`src/fpes_pkg.sv`:
```
// Shared types, constants and widths of the flash program/erase sequencer.
package fpes_pkg;

    // Flash geometry. The sector size is a power of two.
    localparam int unsigned SECTOR_BYTES = 65536;
    localparam int unsigned SECTOR_COUNT = 8;
    localparam int unsigned FLASH_END    = SECTOR_COUNT * SECTOR_BYTES;

    localparam int OP_W     = 2;
    localparam int ADDR_W   = 19;
    localparam int DATA_W   = 8;
    localparam int LEN_W    = 20;
    localparam int STATUS_W = 3;
    localparam int STEP_W   = 3;

    localparam int QUEUE_DEPTH = 4;
    localparam int QPTR_W      = $clog2(QUEUE_DEPTH);
    localparam int QCNT_W      = $clog2(QUEUE_DEPTH + 1);

    localparam int Q7_BIT = 7;
    localparam int Q5_BIT = 5;

    localparam logic [ADDR_W-1:0] UNLOCK_ADDR1 = ADDR_W'('h555);
    localparam logic [ADDR_W-1:0] UNLOCK_ADDR2 = ADDR_W'('h2AA);
    localparam logic [ADDR_W-1:0] RESET_ADDR   = '0;

    localparam logic [DATA_W-1:0] CMD_UNLOCK1      = 8'hAA;
    localparam logic [DATA_W-1:0] CMD_UNLOCK2      = 8'h55;
    localparam logic [DATA_W-1:0] CMD_WRITE_SETUP  = 8'hA0;
    localparam logic [DATA_W-1:0] CMD_ERASE_SETUP  = 8'h80;
    localparam logic [DATA_W-1:0] CMD_SECTOR_ERASE = 8'h30;
    localparam logic [DATA_W-1:0] CMD_READ_ARRAY   = 8'hF0;

    localparam logic KIND_WRITE  = 1'b0;
    localparam logic KIND_REPORT = 1'b1;

    typedef enum logic [OP_W-1:0] {
        OP_PROGRAM = 2'd0,
        OP_ERASE   = 2'd1,
        OP_STATUS  = 2'd2
    } op_t;

    typedef enum logic [STATUS_W-1:0] {
        ST_OK        = 3'd0,
        ST_ADDR_ERR  = 3'd1,
        ST_TIMEOUT   = 3'd2,
        ST_BUSY      = 3'd3,
        ST_ORDER     = 3'd4,
        ST_SKIPPED   = 3'd5
    } status_t;

    // Kind of result sequence the back end has to play out.
    typedef enum logic [1:0] {
        SEQ_PROGRAM,
        SEQ_ERASE,
        SEQ_TIMEOUT,
        SEQ_REPORT
    } seq_t;

    typedef struct packed {
        seq_t                seq;
        logic [ADDR_W-1:0]   addr;
        logic [DATA_W-1:0]   data;
        status_t             status;
    } desc_t;

    typedef struct packed {
        logic  push;
        desc_t desc;
    } q_push_t;

    typedef struct packed {
        logic  valid;
        desc_t desc;
    } q_head_t;

    // Index of the final result of each sequence.
    function automatic logic [STEP_W-1:0] seq_last_step(input seq_t seq);
        logic [STEP_W-1:0] n;
        case (seq)
            SEQ_PROGRAM: n = STEP_W'(3);
            SEQ_ERASE:   n = STEP_W'(5);
            SEQ_TIMEOUT: n = STEP_W'(1);
            default:     n = '0;
        endcase
        return n;
    endfunction

endpackage

```
`src/fpes_if.sv`:
```
// Request and result channel interfaces of the flash sequencer.
interface fpes_req_if;
    import fpes_pkg::*;
    logic                valid;
    logic                ready;
    logic [OP_W-1:0]     operation;
    logic [ADDR_W-1:0]   address;
    logic [DATA_W-1:0]   write_data;
    logic [LEN_W-1:0]    run_length;
    logic [DATA_W-1:0]   status_byte;

    modport source (output valid, operation, address, write_data, run_length, status_byte,
                    input ready);
    modport sink   (input valid, operation, address, write_data, run_length, status_byte,
                    output ready);
endinterface

interface fpes_res_if;
    import fpes_pkg::*;
    logic                valid;
    logic                ready;
    logic                kind;
    logic [ADDR_W-1:0]   bus_address;
    logic [DATA_W-1:0]   bus_data;
    logic [STATUS_W-1:0] status;
    logic                last;

    modport source (output valid, kind, bus_address, bus_data, status, last, input ready);
    modport sink   (input valid, kind, bus_address, bus_data, status, last, output ready);
endinterface

```
`src/fpes_queue.sv`:
```
// Small descriptor queue between the classifying front end and the back end.
module fpes_queue (
    input  logic             clk,
    input  logic             rst_n,
    input  fpes_pkg::q_push_t push,
    output logic             full,
    output fpes_pkg::q_head_t head,
    input  logic             pop
);
    import fpes_pkg::*;

    desc_t              entry_reg [QUEUE_DEPTH];
    logic [QPTR_W-1:0]  wr_ptr_reg, wr_ptr_next;
    logic [QPTR_W-1:0]  rd_ptr_reg, rd_ptr_next;
    logic [QCNT_W-1:0]  count_reg, count_next;
    logic               do_push, do_pop;

    assign full       = (count_reg == QCNT_W'(QUEUE_DEPTH));
    assign head.valid = (count_reg != '0);
    assign head.desc  = entry_reg[rd_ptr_reg];

    assign do_push = push.push && !full;
    assign do_pop  = pop && head.valid;

    always_comb
    begin
        wr_ptr_next = wr_ptr_reg;
        rd_ptr_next = rd_ptr_reg;
        count_next  = count_reg;
        if (do_push)
        begin
            wr_ptr_next = (wr_ptr_reg == QPTR_W'(QUEUE_DEPTH - 1)) ? '0 : wr_ptr_reg + 1'b1;
        end
        if (do_pop)
        begin
            rd_ptr_next = (rd_ptr_reg == QPTR_W'(QUEUE_DEPTH - 1)) ? '0 : rd_ptr_reg + 1'b1;
        end
        if (do_push && !do_pop)
        begin
            count_next = count_reg + 1'b1;
        end
        else if (do_pop && !do_push)
        begin
            count_next = count_reg - 1'b1;
        end
    end

    always_ff @(posedge clk or negedge rst_n)
    begin
        if (!rst_n)
        begin
            wr_ptr_reg <= '0;
            rd_ptr_reg <= '0;
            count_reg  <= '0;
        end
        else
        begin
            wr_ptr_reg <= wr_ptr_next;
            rd_ptr_reg <= rd_ptr_next;
            count_reg  <= count_next;
        end
    end

    always_ff @(posedge clk)
    begin
        if (do_push)
        begin
            entry_reg[wr_ptr_reg] <= push.desc;
        end
    end

    // The fill count never passes the depth and the pointers stay consistent with it.
    assert property (@(posedge clk) disable iff (!rst_n)
        count_reg <= QCNT_W'(QUEUE_DEPTH))
        else $error("queue count beyond depth");
    assert property (@(posedge clk) disable iff (!rst_n)
        (count_reg == '0 || count_reg == QCNT_W'(QUEUE_DEPTH)) |-> (wr_ptr_reg == rd_ptr_reg))
        else $error("queue pointers disagree with count");

endmodule

```
`src/fpes_front.sv`:
```
// Front end: accepts requests, checks them against the sequencer state, queues work.
module fpes_front (
    input  logic              clk,
    input  logic              rst_n,
    fpes_req_if.sink          request,
    input  logic              queue_full,
    output fpes_pkg::q_push_t push
);
    import fpes_pkg::*;

    typedef enum logic [1:0] {
        PH_IDLE,
        PH_PROGRAM,
        PH_ERASE
    } phase_t;

    phase_t             phase_reg, phase_next;
    logic               exp_q7_reg, exp_q7_next;
    logic [LEN_W-1:0]   remaining_reg, remaining_next;
    logic               run_failed_reg, run_failed_next;

    logic               accept;
    logic [LEN_W-1:0]   run_base;
    logic [LEN_W-1:0]   run_after;
    logic [LEN_W:0]     run_end;
    logic               run_bad;
    logic               erase_bad;
    logic               failed_eff;

    assign request.ready = !queue_full;
    assign accept        = request.valid && !queue_full;

    assign run_end   = (LEN_W + 1)'(request.address) + (LEN_W + 1)'(request.run_length);
    assign run_bad   = (request.run_length == '0)
                    || (32'(request.address) < SECTOR_BYTES)
                    || (32'(run_end) > FLASH_END);
    assign erase_bad = (32'(request.address) < SECTOR_BYTES)
                    || ((request.address & ADDR_W'(SECTOR_BYTES - 1)) != '0)
                    || (32'(request.address) >= FLASH_END);

    // A new run starts when no run is in progress.
    assign run_base   = (remaining_reg == '0) ? request.run_length : remaining_reg;
    assign run_after  = run_base - 1'b1;
    assign failed_eff = (remaining_reg == '0) ? 1'b0 : run_failed_reg;

    always_comb
    begin
        phase_next      = phase_reg;
        exp_q7_next     = exp_q7_reg;
        remaining_next  = remaining_reg;
        run_failed_next = run_failed_reg;
        push.push        = 1'b0;
        push.desc.seq    = SEQ_REPORT;
        push.desc.addr   = request.address;
        push.desc.data   = request.write_data;
        push.desc.status = ST_OK;

        if (accept)
        begin
            case (op_t'(request.operation))
                OP_PROGRAM:
                begin
                    push.push = 1'b1;
                    if (phase_reg != PH_IDLE)
                    begin
                        push.desc.status = ST_BUSY;
                    end
                    else if (remaining_reg == '0 && run_bad)
                    begin
                        push.desc.status = ST_ADDR_ERR;
                    end
                    else
                    begin
                        remaining_next = run_after;
                        if (failed_eff)
                        begin
                            push.desc.status = ST_SKIPPED;
                            run_failed_next  = (run_after != '0);
                        end
                        else
                        begin
                            push.desc.seq   = SEQ_PROGRAM;
                            run_failed_next = 1'b0;
                            exp_q7_next     = request.write_data[Q7_BIT];
                            phase_next      = PH_PROGRAM;
                        end
                    end
                end
                OP_ERASE:
                begin
                    push.push = 1'b1;
                    if (phase_reg != PH_IDLE)
                    begin
                        push.desc.status = ST_BUSY;
                    end
                    else if (remaining_reg != '0)
                    begin
                        push.desc.status = ST_ORDER;
                    end
                    else if (erase_bad)
                    begin
                        push.desc.status = ST_ADDR_ERR;
                    end
                    else
                    begin
                        push.desc.seq = SEQ_ERASE;
                        exp_q7_next   = 1'b1;
                        phase_next    = PH_ERASE;
                    end
                end
                OP_STATUS:
                begin
                    push.push = 1'b1;
                    if (phase_reg == PH_IDLE)
                    begin
                        push.desc.status = ST_ORDER;
                    end
                    else if (request.status_byte[Q7_BIT] == exp_q7_reg)
                    begin
                        push.desc.status = ST_OK;
                        phase_next       = PH_IDLE;
                    end
                    else if (request.status_byte[Q5_BIT])
                    begin
                        push.desc.seq = SEQ_TIMEOUT;
                        if (phase_reg == PH_PROGRAM && remaining_reg != '0)
                        begin
                            run_failed_next = 1'b1;
                        end
                        phase_next = PH_IDLE;
                    end
                    else
                    begin
                        push.desc.status = ST_BUSY;
                    end
                end
                default:
                begin
                    push.push = 1'b0;
                end
            endcase
        end
    end

    always_ff @(posedge clk or negedge rst_n)
    begin
        if (!rst_n)
        begin
            phase_reg      <= PH_IDLE;
            exp_q7_reg     <= 1'b0;
            remaining_reg  <= '0;
            run_failed_reg <= 1'b0;
        end
        else
        begin
            phase_reg      <= phase_next;
            exp_q7_reg     <= exp_q7_next;
            remaining_reg  <= remaining_next;
            run_failed_reg <= run_failed_next;
        end
    end

    // A failed run always has bytes left to skip.
    assert property (@(posedge clk) disable iff (!rst_n)
        run_failed_reg |-> (remaining_reg != '0))
        else $error("failed run flag set with no bytes left");
    // An erase is only started outside a program run.
    assert property (@(posedge clk) disable iff (!rst_n)
        (phase_reg == PH_ERASE) |-> (remaining_reg == '0))
        else $error("erase in progress inside a program run");

endmodule

```
`src/fpes_back.sv`:
```
// Back end: plays queued sequences out as bus writes and status reports.
module fpes_back (
    input  logic              clk,
    input  logic              rst_n,
    input  fpes_pkg::q_head_t head,
    output logic              pop,
    fpes_res_if.source        result
);
    import fpes_pkg::*;

    logic [STEP_W-1:0]   step_reg, step_next;
    logic                out_valid_reg, out_valid_next;
    logic                kind_reg, kind_next;
    logic [ADDR_W-1:0]   addr_reg, addr_next;
    logic [DATA_W-1:0]   data_reg, data_next;
    status_t             status_reg, status_next;
    logic                last_reg, last_next;

    logic                out_free;
    logic                load;
    logic                is_last;

    assign out_free = !out_valid_reg || result.ready;
    assign load     = head.valid && out_free;
    assign is_last  = (step_reg == seq_last_step(head.desc.seq));
    assign pop      = load && is_last;

    // Result word for the current step of the head sequence.
    always_comb
    begin
        kind_next   = KIND_WRITE;
        addr_next   = '0;
        data_next   = '0;
        status_next = ST_OK;
        last_next   = is_last;
        case (head.desc.seq)
            SEQ_PROGRAM:
            begin
                case (step_reg)
                    3'd0:
                    begin
                        addr_next = UNLOCK_ADDR1;
                        data_next = CMD_UNLOCK1;
                    end
                    3'd1:
                    begin
                        addr_next = UNLOCK_ADDR2;
                        data_next = CMD_UNLOCK2;
                    end
                    3'd2:
                    begin
                        addr_next = UNLOCK_ADDR1;
                        data_next = CMD_WRITE_SETUP;
                    end
                    default:
                    begin
                        addr_next = head.desc.addr;
                        data_next = head.desc.data;
                    end
                endcase
            end
            SEQ_ERASE:
            begin
                case (step_reg)
                    3'd0, 3'd3:
                    begin
                        addr_next = UNLOCK_ADDR1;
                        data_next = CMD_UNLOCK1;
                    end
                    3'd1, 3'd4:
                    begin
                        addr_next = UNLOCK_ADDR2;
                        data_next = CMD_UNLOCK2;
                    end
                    3'd2:
                    begin
                        addr_next = UNLOCK_ADDR1;
                        data_next = CMD_ERASE_SETUP;
                    end
                    default:
                    begin
                        addr_next = head.desc.addr;
                        data_next = CMD_SECTOR_ERASE;
                    end
                endcase
            end
            SEQ_TIMEOUT:
            begin
                if (step_reg == '0)
                begin
                    addr_next = RESET_ADDR;
                    data_next = CMD_READ_ARRAY;
                end
                else
                begin
                    kind_next   = KIND_REPORT;
                    status_next = ST_TIMEOUT;
                end
            end
            default:
            begin
                kind_next   = KIND_REPORT;
                status_next = head.desc.status;
            end
        endcase
    end

    always_comb
    begin
        step_next      = step_reg;
        out_valid_next = out_valid_reg;
        if (load)
        begin
            step_next      = is_last ? '0 : step_reg + 1'b1;
            out_valid_next = 1'b1;
        end
        else if (result.ready)
        begin
            out_valid_next = 1'b0;
        end
    end

    always_ff @(posedge clk or negedge rst_n)
    begin
        if (!rst_n)
        begin
            step_reg      <= '0;
            out_valid_reg <= 1'b0;
        end
        else
        begin
            step_reg      <= step_next;
            out_valid_reg <= out_valid_next;
        end
    end

    always_ff @(posedge clk)
    begin
        if (load)
        begin
            kind_reg   <= kind_next;
            addr_reg   <= addr_next;
            data_reg   <= data_next;
            status_reg <= status_next;
            last_reg   <= last_next;
        end
    end

    assign result.valid       = out_valid_reg;
    assign result.kind        = kind_reg;
    assign result.bus_address = addr_reg;
    assign result.bus_data    = data_reg;
    assign result.status      = status_reg;
    assign result.last        = last_reg;

    // The step counter never runs past the end of the sequence at the queue head.
    assert property (@(posedge clk) disable iff (!rst_n)
        head.valid |-> (step_reg <= seq_last_step(head.desc.seq)))
        else $error("step counter beyond end of sequence");
    // A sequence is only retired together with a result marked last.
    assert property (@(posedge clk) disable iff (!rst_n)
        pop |=> (out_valid_reg && last_reg))
        else $error("sequence retired without a last result");

endmodule

```
`src/flash_program_erase_sequencer.sv`:
```
// Top level of the parallel NOR flash program/erase command sequencer.
// A request accepted by the front end is written into the queue, and the back end then loads
// its first result into its output register. Throughput: one result per cycle while the sink
// is ready; a request yields as many results as its sequence has (1 for a report, 2 for a
// timeout, 4 for a program byte, 6 for a sector erase), all passing through the single result
// register of the back end. Reset: rst_n clears the sequencer state, the queue and the
// result valid flag at once.
module flash_program_erase_sequencer (
    input  logic      clk,
    input  logic      rst_n,
    fpes_req_if.sink  request,
    fpes_res_if.source result
);
    import fpes_pkg::*;

    // The front end evaluates each request against the polling state and the
    // program-run bookkeeping at the moment it is accepted, so all decisions
    // are final before any bus write goes out. What it produces is a compact
    // descriptor: which sequence to play and the address, data and status it needs.
    q_push_t push;
    q_head_t head;
    logic    queue_full;
    logic    pop;

    fpes_front u_front (
        .clk        (clk),
        .rst_n      (rst_n),
        .request    (request),
        .queue_full (queue_full),
        .push       (push)
    );

    // The queue decouples the two halves: the front end keeps taking requests
    // while the back end is still spelling out a long unlock sequence, and
    // stalls only when the queue is full.
    fpes_queue u_queue (
        .clk   (clk),
        .rst_n (rst_n),
        .push  (push),
        .full  (queue_full),
        .head  (head),
        .pop   (pop)
    );

    // The back end walks a step counter through the descriptor at the queue
    // head, loading one result per cycle into its output register when it is
    // free, and retires the descriptor with the result that carries the last flag.
    fpes_back u_back (
        .clk    (clk),
        .rst_n  (rst_n),
        .head   (head),
        .pop    (pop),
        .result (result)
    );

endmodule
```
`src/flat_wrapper.sv`:
```
// flat-port wrapper written by rule: the top's interface ports become plain ports
module flash_program_erase_sequencer_flat import fpes_pkg::*;
  (clk, rst_n, request_valid, request_operation, request_address, request_write_data, request_run_length, request_status_byte, request_ready, result_valid, result_kind, result_bus_address, result_bus_data, result_status, result_last, result_ready);
  fpes_req_if request_i ();
  fpes_res_if result_i ();
  input  logic clk;
  input  logic rst_n;
  input wire logic [$bits(request_i.valid)-1:0] request_valid;
  input wire logic [$bits(request_i.operation)-1:0] request_operation;
  input wire logic [$bits(request_i.address)-1:0] request_address;
  input wire logic [$bits(request_i.write_data)-1:0] request_write_data;
  input wire logic [$bits(request_i.run_length)-1:0] request_run_length;
  input wire logic [$bits(request_i.status_byte)-1:0] request_status_byte;
  output wire logic [$bits(request_i.ready)-1:0] request_ready;
  output wire logic [$bits(result_i.valid)-1:0] result_valid;
  output wire logic [$bits(result_i.kind)-1:0] result_kind;
  output wire logic [$bits(result_i.bus_address)-1:0] result_bus_address;
  output wire logic [$bits(result_i.bus_data)-1:0] result_bus_data;
  output wire logic [$bits(result_i.status)-1:0] result_status;
  output wire logic [$bits(result_i.last)-1:0] result_last;
  input wire logic [$bits(result_i.ready)-1:0] result_ready;
  assign request_i.valid = request_valid;
  assign request_i.operation = request_operation;
  assign request_i.address = request_address;
  assign request_i.write_data = request_write_data;
  assign request_i.run_length = request_run_length;
  assign request_i.status_byte = request_status_byte;
  assign request_ready = request_i.ready;
  assign result_valid = result_i.valid;
  assign result_kind = result_i.kind;
  assign result_bus_address = result_i.bus_address;
  assign result_bus_data = result_i.bus_data;
  assign result_status = result_i.status;
  assign result_last = result_i.last;
  assign result_i.ready = result_ready;
  flash_program_erase_sequencer u_core (.clk(clk), .rst_n(rst_n), .request(request_i), .result(result_i));
endmodule
```
`config.mk`:
```
export PLATFORM = sky130hd
export DESIGN_NAME = flash_program_erase_sequencer_flat
export DESIGN_NICKNAME = d
export VERILOG_FILES = /design/src/fpes_pkg.sv /design/src/fpes_if.sv /design/src/fpes_queue.sv /design/src/fpes_front.sv /design/src/fpes_back.sv /design/src/flash_program_erase_sequencer.sv /design/src/flat_wrapper.sv
export SDC_FILE = /design/constraint.sdc
export NUM_CORES = 1
export LEC_CHECK = 0
export BUFFER_PORTS_ARGS = -buffer_cell sky130_fd_sc_hd__buf_2
export CORE_MARGIN = 1.5
export CORE_UTILIZATION = 30
export DETAILED_ROUTE_END_ITERATION = 6
export PLACE_DENSITY = 0.46
export SYNTH_ARGS = -nofsm -noshare
export SYNTH_HDL_FRONTEND = slang
export SYNTH_HIERARCHICAL = 1
export SYNTH_SLANG_ARGS = --single-unit
```
`constraint.sdc`:
```
create_clock -name clk -period 3.48 [get_ports clk]
set_input_delay 0.348 -clock clk [delete_from_list [all_inputs] [get_ports clk]]
set_output_delay 0.348 -clock clk [all_outputs]
set_load 0.05 [all_outputs]
```
==> results.md <==
- Total wirelength of the detailed-routed design: 29.7 mm
- Data arrival time at the worst-slack endpoint: 3690 ps
- Vias in the first global route: 7721
- WS Path Type: flip-flop to flip-flop
- Post-synthesis to final-layout area growth: 22.3%
- Result of the run: finished clean
- Yosys reg bits: 195
- Worst slew margin relative to its limit: 36.8%
- Pin count of the biggest net entering global routing: 38
- Synth top area cells: edfxtp_1, dfrtp_1, mux4_2, ha_1, a21oi_1
- Y dimension of the die: 193 um
- DRC violations left: 0
- Cell Area, Synth: 10800 um^2
- Overall via count from detail_route: 7783
- Depth of the CTS H-tree: 4
- CTS Buf Count: 17
- Power density normalized to cell area: 706 nW/um^2
- Worst Max-Slew Pin Slew: 948 ps
- Clock tree skew after final layout: 14.7 ps
- Synth Area per Inst: 12.4 um^2
- Synth Flop Type: edfxtp_1
- Logic depth of the worst register-to-register path: 16
- Clock Tree Buf Depth: 2
- DR vias/cell: 5.08
- Post-CTS clock slew at the launch and capture registers of the worst setup and hold paths: 80 ps
- Maximum clock frequency: 0.296 GHz
- Maximum fanout count along the critical path: 3
- CTS tree: done
- Most repeated cell in the gate-level netlist after synthesis: edfxtp_1
- Leftover overflow at the end of global routing: 0
- Mapped Cells: 869
- Final standard cell area without fillers: 13200 um^2
- Cell row count: 69
- Gpl congestion: 0.918
- Area after DPL: 12400 um^2
- Number of placed I/O pins: 95
- Static leakage power: 5.05 nW
- Layout cell share with drive strength beyond 1: 33.2%
- First-iteration detailed-routing DRC count: 533
- Number of maximum-capacitance constraint violations: 0
- Worst Setup Start Kind: flip-flop
- Final period utilization: 97.0%
- Half-perimeter wire length of the detailed placement result: 22.3 mm
- Most frequent cells after synthesis: edfxtp_1, nand2_1, a21oi_1
- Peak supply drop: 0.398 mV
- Placeable Area: 35500 um^2
- Max-slew violation count: 0
- Number of search-and-repair iterations in the first detailed-routing pass: 5
- Setup repair after global routing missed its margin: true
- CTS root buf: clkbuf_16
- Largest register FFs: 128
- Syn. warnings: 6
- Overall power of the completed layout: 9.29 mW
- Yosys cell types: 92
- Final worst path period need: 3380 ps
- Share of synthesized area occupied by flip-flops and latches: 52.7%
- Post-cts hold buffer count: 0
- Initial standard-cell utilization of the core: 30.4%
- Clock Latency Late Sink: 450 ps
- Type of element capturing the critical path: flip-flop
- Clock sink count: 195
- Final setup violating endpoints: 0
- Worst EP required: 3800 ps
- First-pass GRT wire length: 45.6 mm
- Worst min-delay path class: input pin to asynchronous set/reset pin
- Final Hold Fails: 0
- Share of Yosys cell area claimed by the top area cell type: 44.6%
- Cell taking the most area after synthesis: edfxtp_1
- Wire per inst: 19.4 um
- DIE WIDTH: 193 um
- Total Die Area: 37100 um^2
- Net count of the mapped netlist: 968
- Post-synth EDFFs: 160
- GRT Resource Usage Total: 16.6%
- Initial antenna violation count: 0
- NumNets Final: 1157
- Fraction of registers with async set/reset: 17.9%
- Count of antenna-violating nets left after detailed routing: 0
- Setup TNS Final: 0 ps
- Count of buffers inserted at the top-level ports: 88
## kinds of logic (layout without fill, tap and decap cells)
family	count (synthesis)	count (layout)	share of synthesized area (%)
adder cells (fa/ha/maj)	38	38	4.55
AO/OA/AOI/OAI	206	206	13.1
other	0	1	0
flip-flops	195	195	52.7
multiplexers	55	55	9.53
XOR/XNOR	19	19	1.54
buffers and inverters	86	288	4.91
AND/OR/NAND/NOR	270	270	13.6
## what timing repair did
item,CTS,global route
buffers inserted,0,7
gates resized for setup,3,21
pin swaps,1,11
endpoints found under the setup margin,1,5
## metal layers
layer	global-route usage, %	up-vias	part of all wire, %
li1	-	3737	-
met1	22.0	3844	46
met2	27.6	170	49
met3	2.38	32	3.8
met4	5.78	0	1.9
met5	0	-	0
## cell type report
class                      count  area (um^2)
inverter                      31          116
fill                        3445        22300
multi-input combinational    588         4700
tap                          461          577
clock inverter                13          141
sequential                   195         5680
antenna                        1         2.50
clock buffer                  19          433
timing repair buffer         225         1520
## worst max-delay path: stages (launching register included)
cell      delay [ps]
dfrtp_2          430
nor4_4           400
buf_4            190
nand3_4           70
nor2_4           140
a21oi_2           70
ha_2             180
or3b_4           240
nor3_2            40
a31o_2           210
a221oi_2         290
buf_4            170
o21ai_2           50
nor4_2           300
nand4_1          170
o21bai_1         190
nand4_1          110
## path summary, 6_finish.rpt
kind	slack (ps)	start	endpoint
setup / recovery	100	u_core/u_front/remaining_reg[9]	u_core/u_front/run_failed_reg
hold / removal	30	rst_n	u_core/u_back/result.valid
setup reg to reg	100	u_core/u_front/remaining_reg[9]	u_core/u_front/run_failed_reg
hold reg to reg	490	u_core/u_queue/count_reg[2]	u_core/u_queue/count_reg[2]
max in group asynchronous	2780	rst_n	u_core/u_queue/rd_ptr_reg[0]
min in group clk	120	request_write_data[0]	u_core/u_queue/entry_reg[0][3]
## cells in the final DEF, fill, tap and decap left out, types with 10 or more instances in the layout
cell,n
nand2b_1,13
a21o_1,17
nand2_1,55
nor4_1,15
clkbuf_16,17
or3_1,13
o21ai_0,32
nand4_1,11
dfrtp_1,32
inv_1,29
ha_1,35
edfxtp_1,160
buf_4,133
nor2_1,44
nor3_1,25
a21oi_1,53
mux4_2,28
nand3_1,17
and2_1,14
xnor2_1,11
mux2_4,10
buf_2,88
## per-stage QoR
step | cells | hold WS (ps) | utilization, % | worst slack (ps)
floorplan | 869 | 52.4 | - | 40.9
global placement | 1493 | 475 | 35.0 | -208
detailed placement | 1493 | 476 | 35.0 | -276
CTS | 1525 | 68.2 | 36.7 | 1.65
global route | 1532 | 86.6 | 37.1 | -61.1
finish | 1533 | 27.7 | 37.1 | 105
## report_power, final
| part | switching, mW | leakage [nW] | internal, mW |
|---|---|---|---|
| clock | 0.947 | 0.277 | 1.01 |
| sequential | 0.209 | 1.90 | 3.19 |
| combinational | 2.40 | 2.88 | 1.53 |
Power figures use the tool's default switching activity.
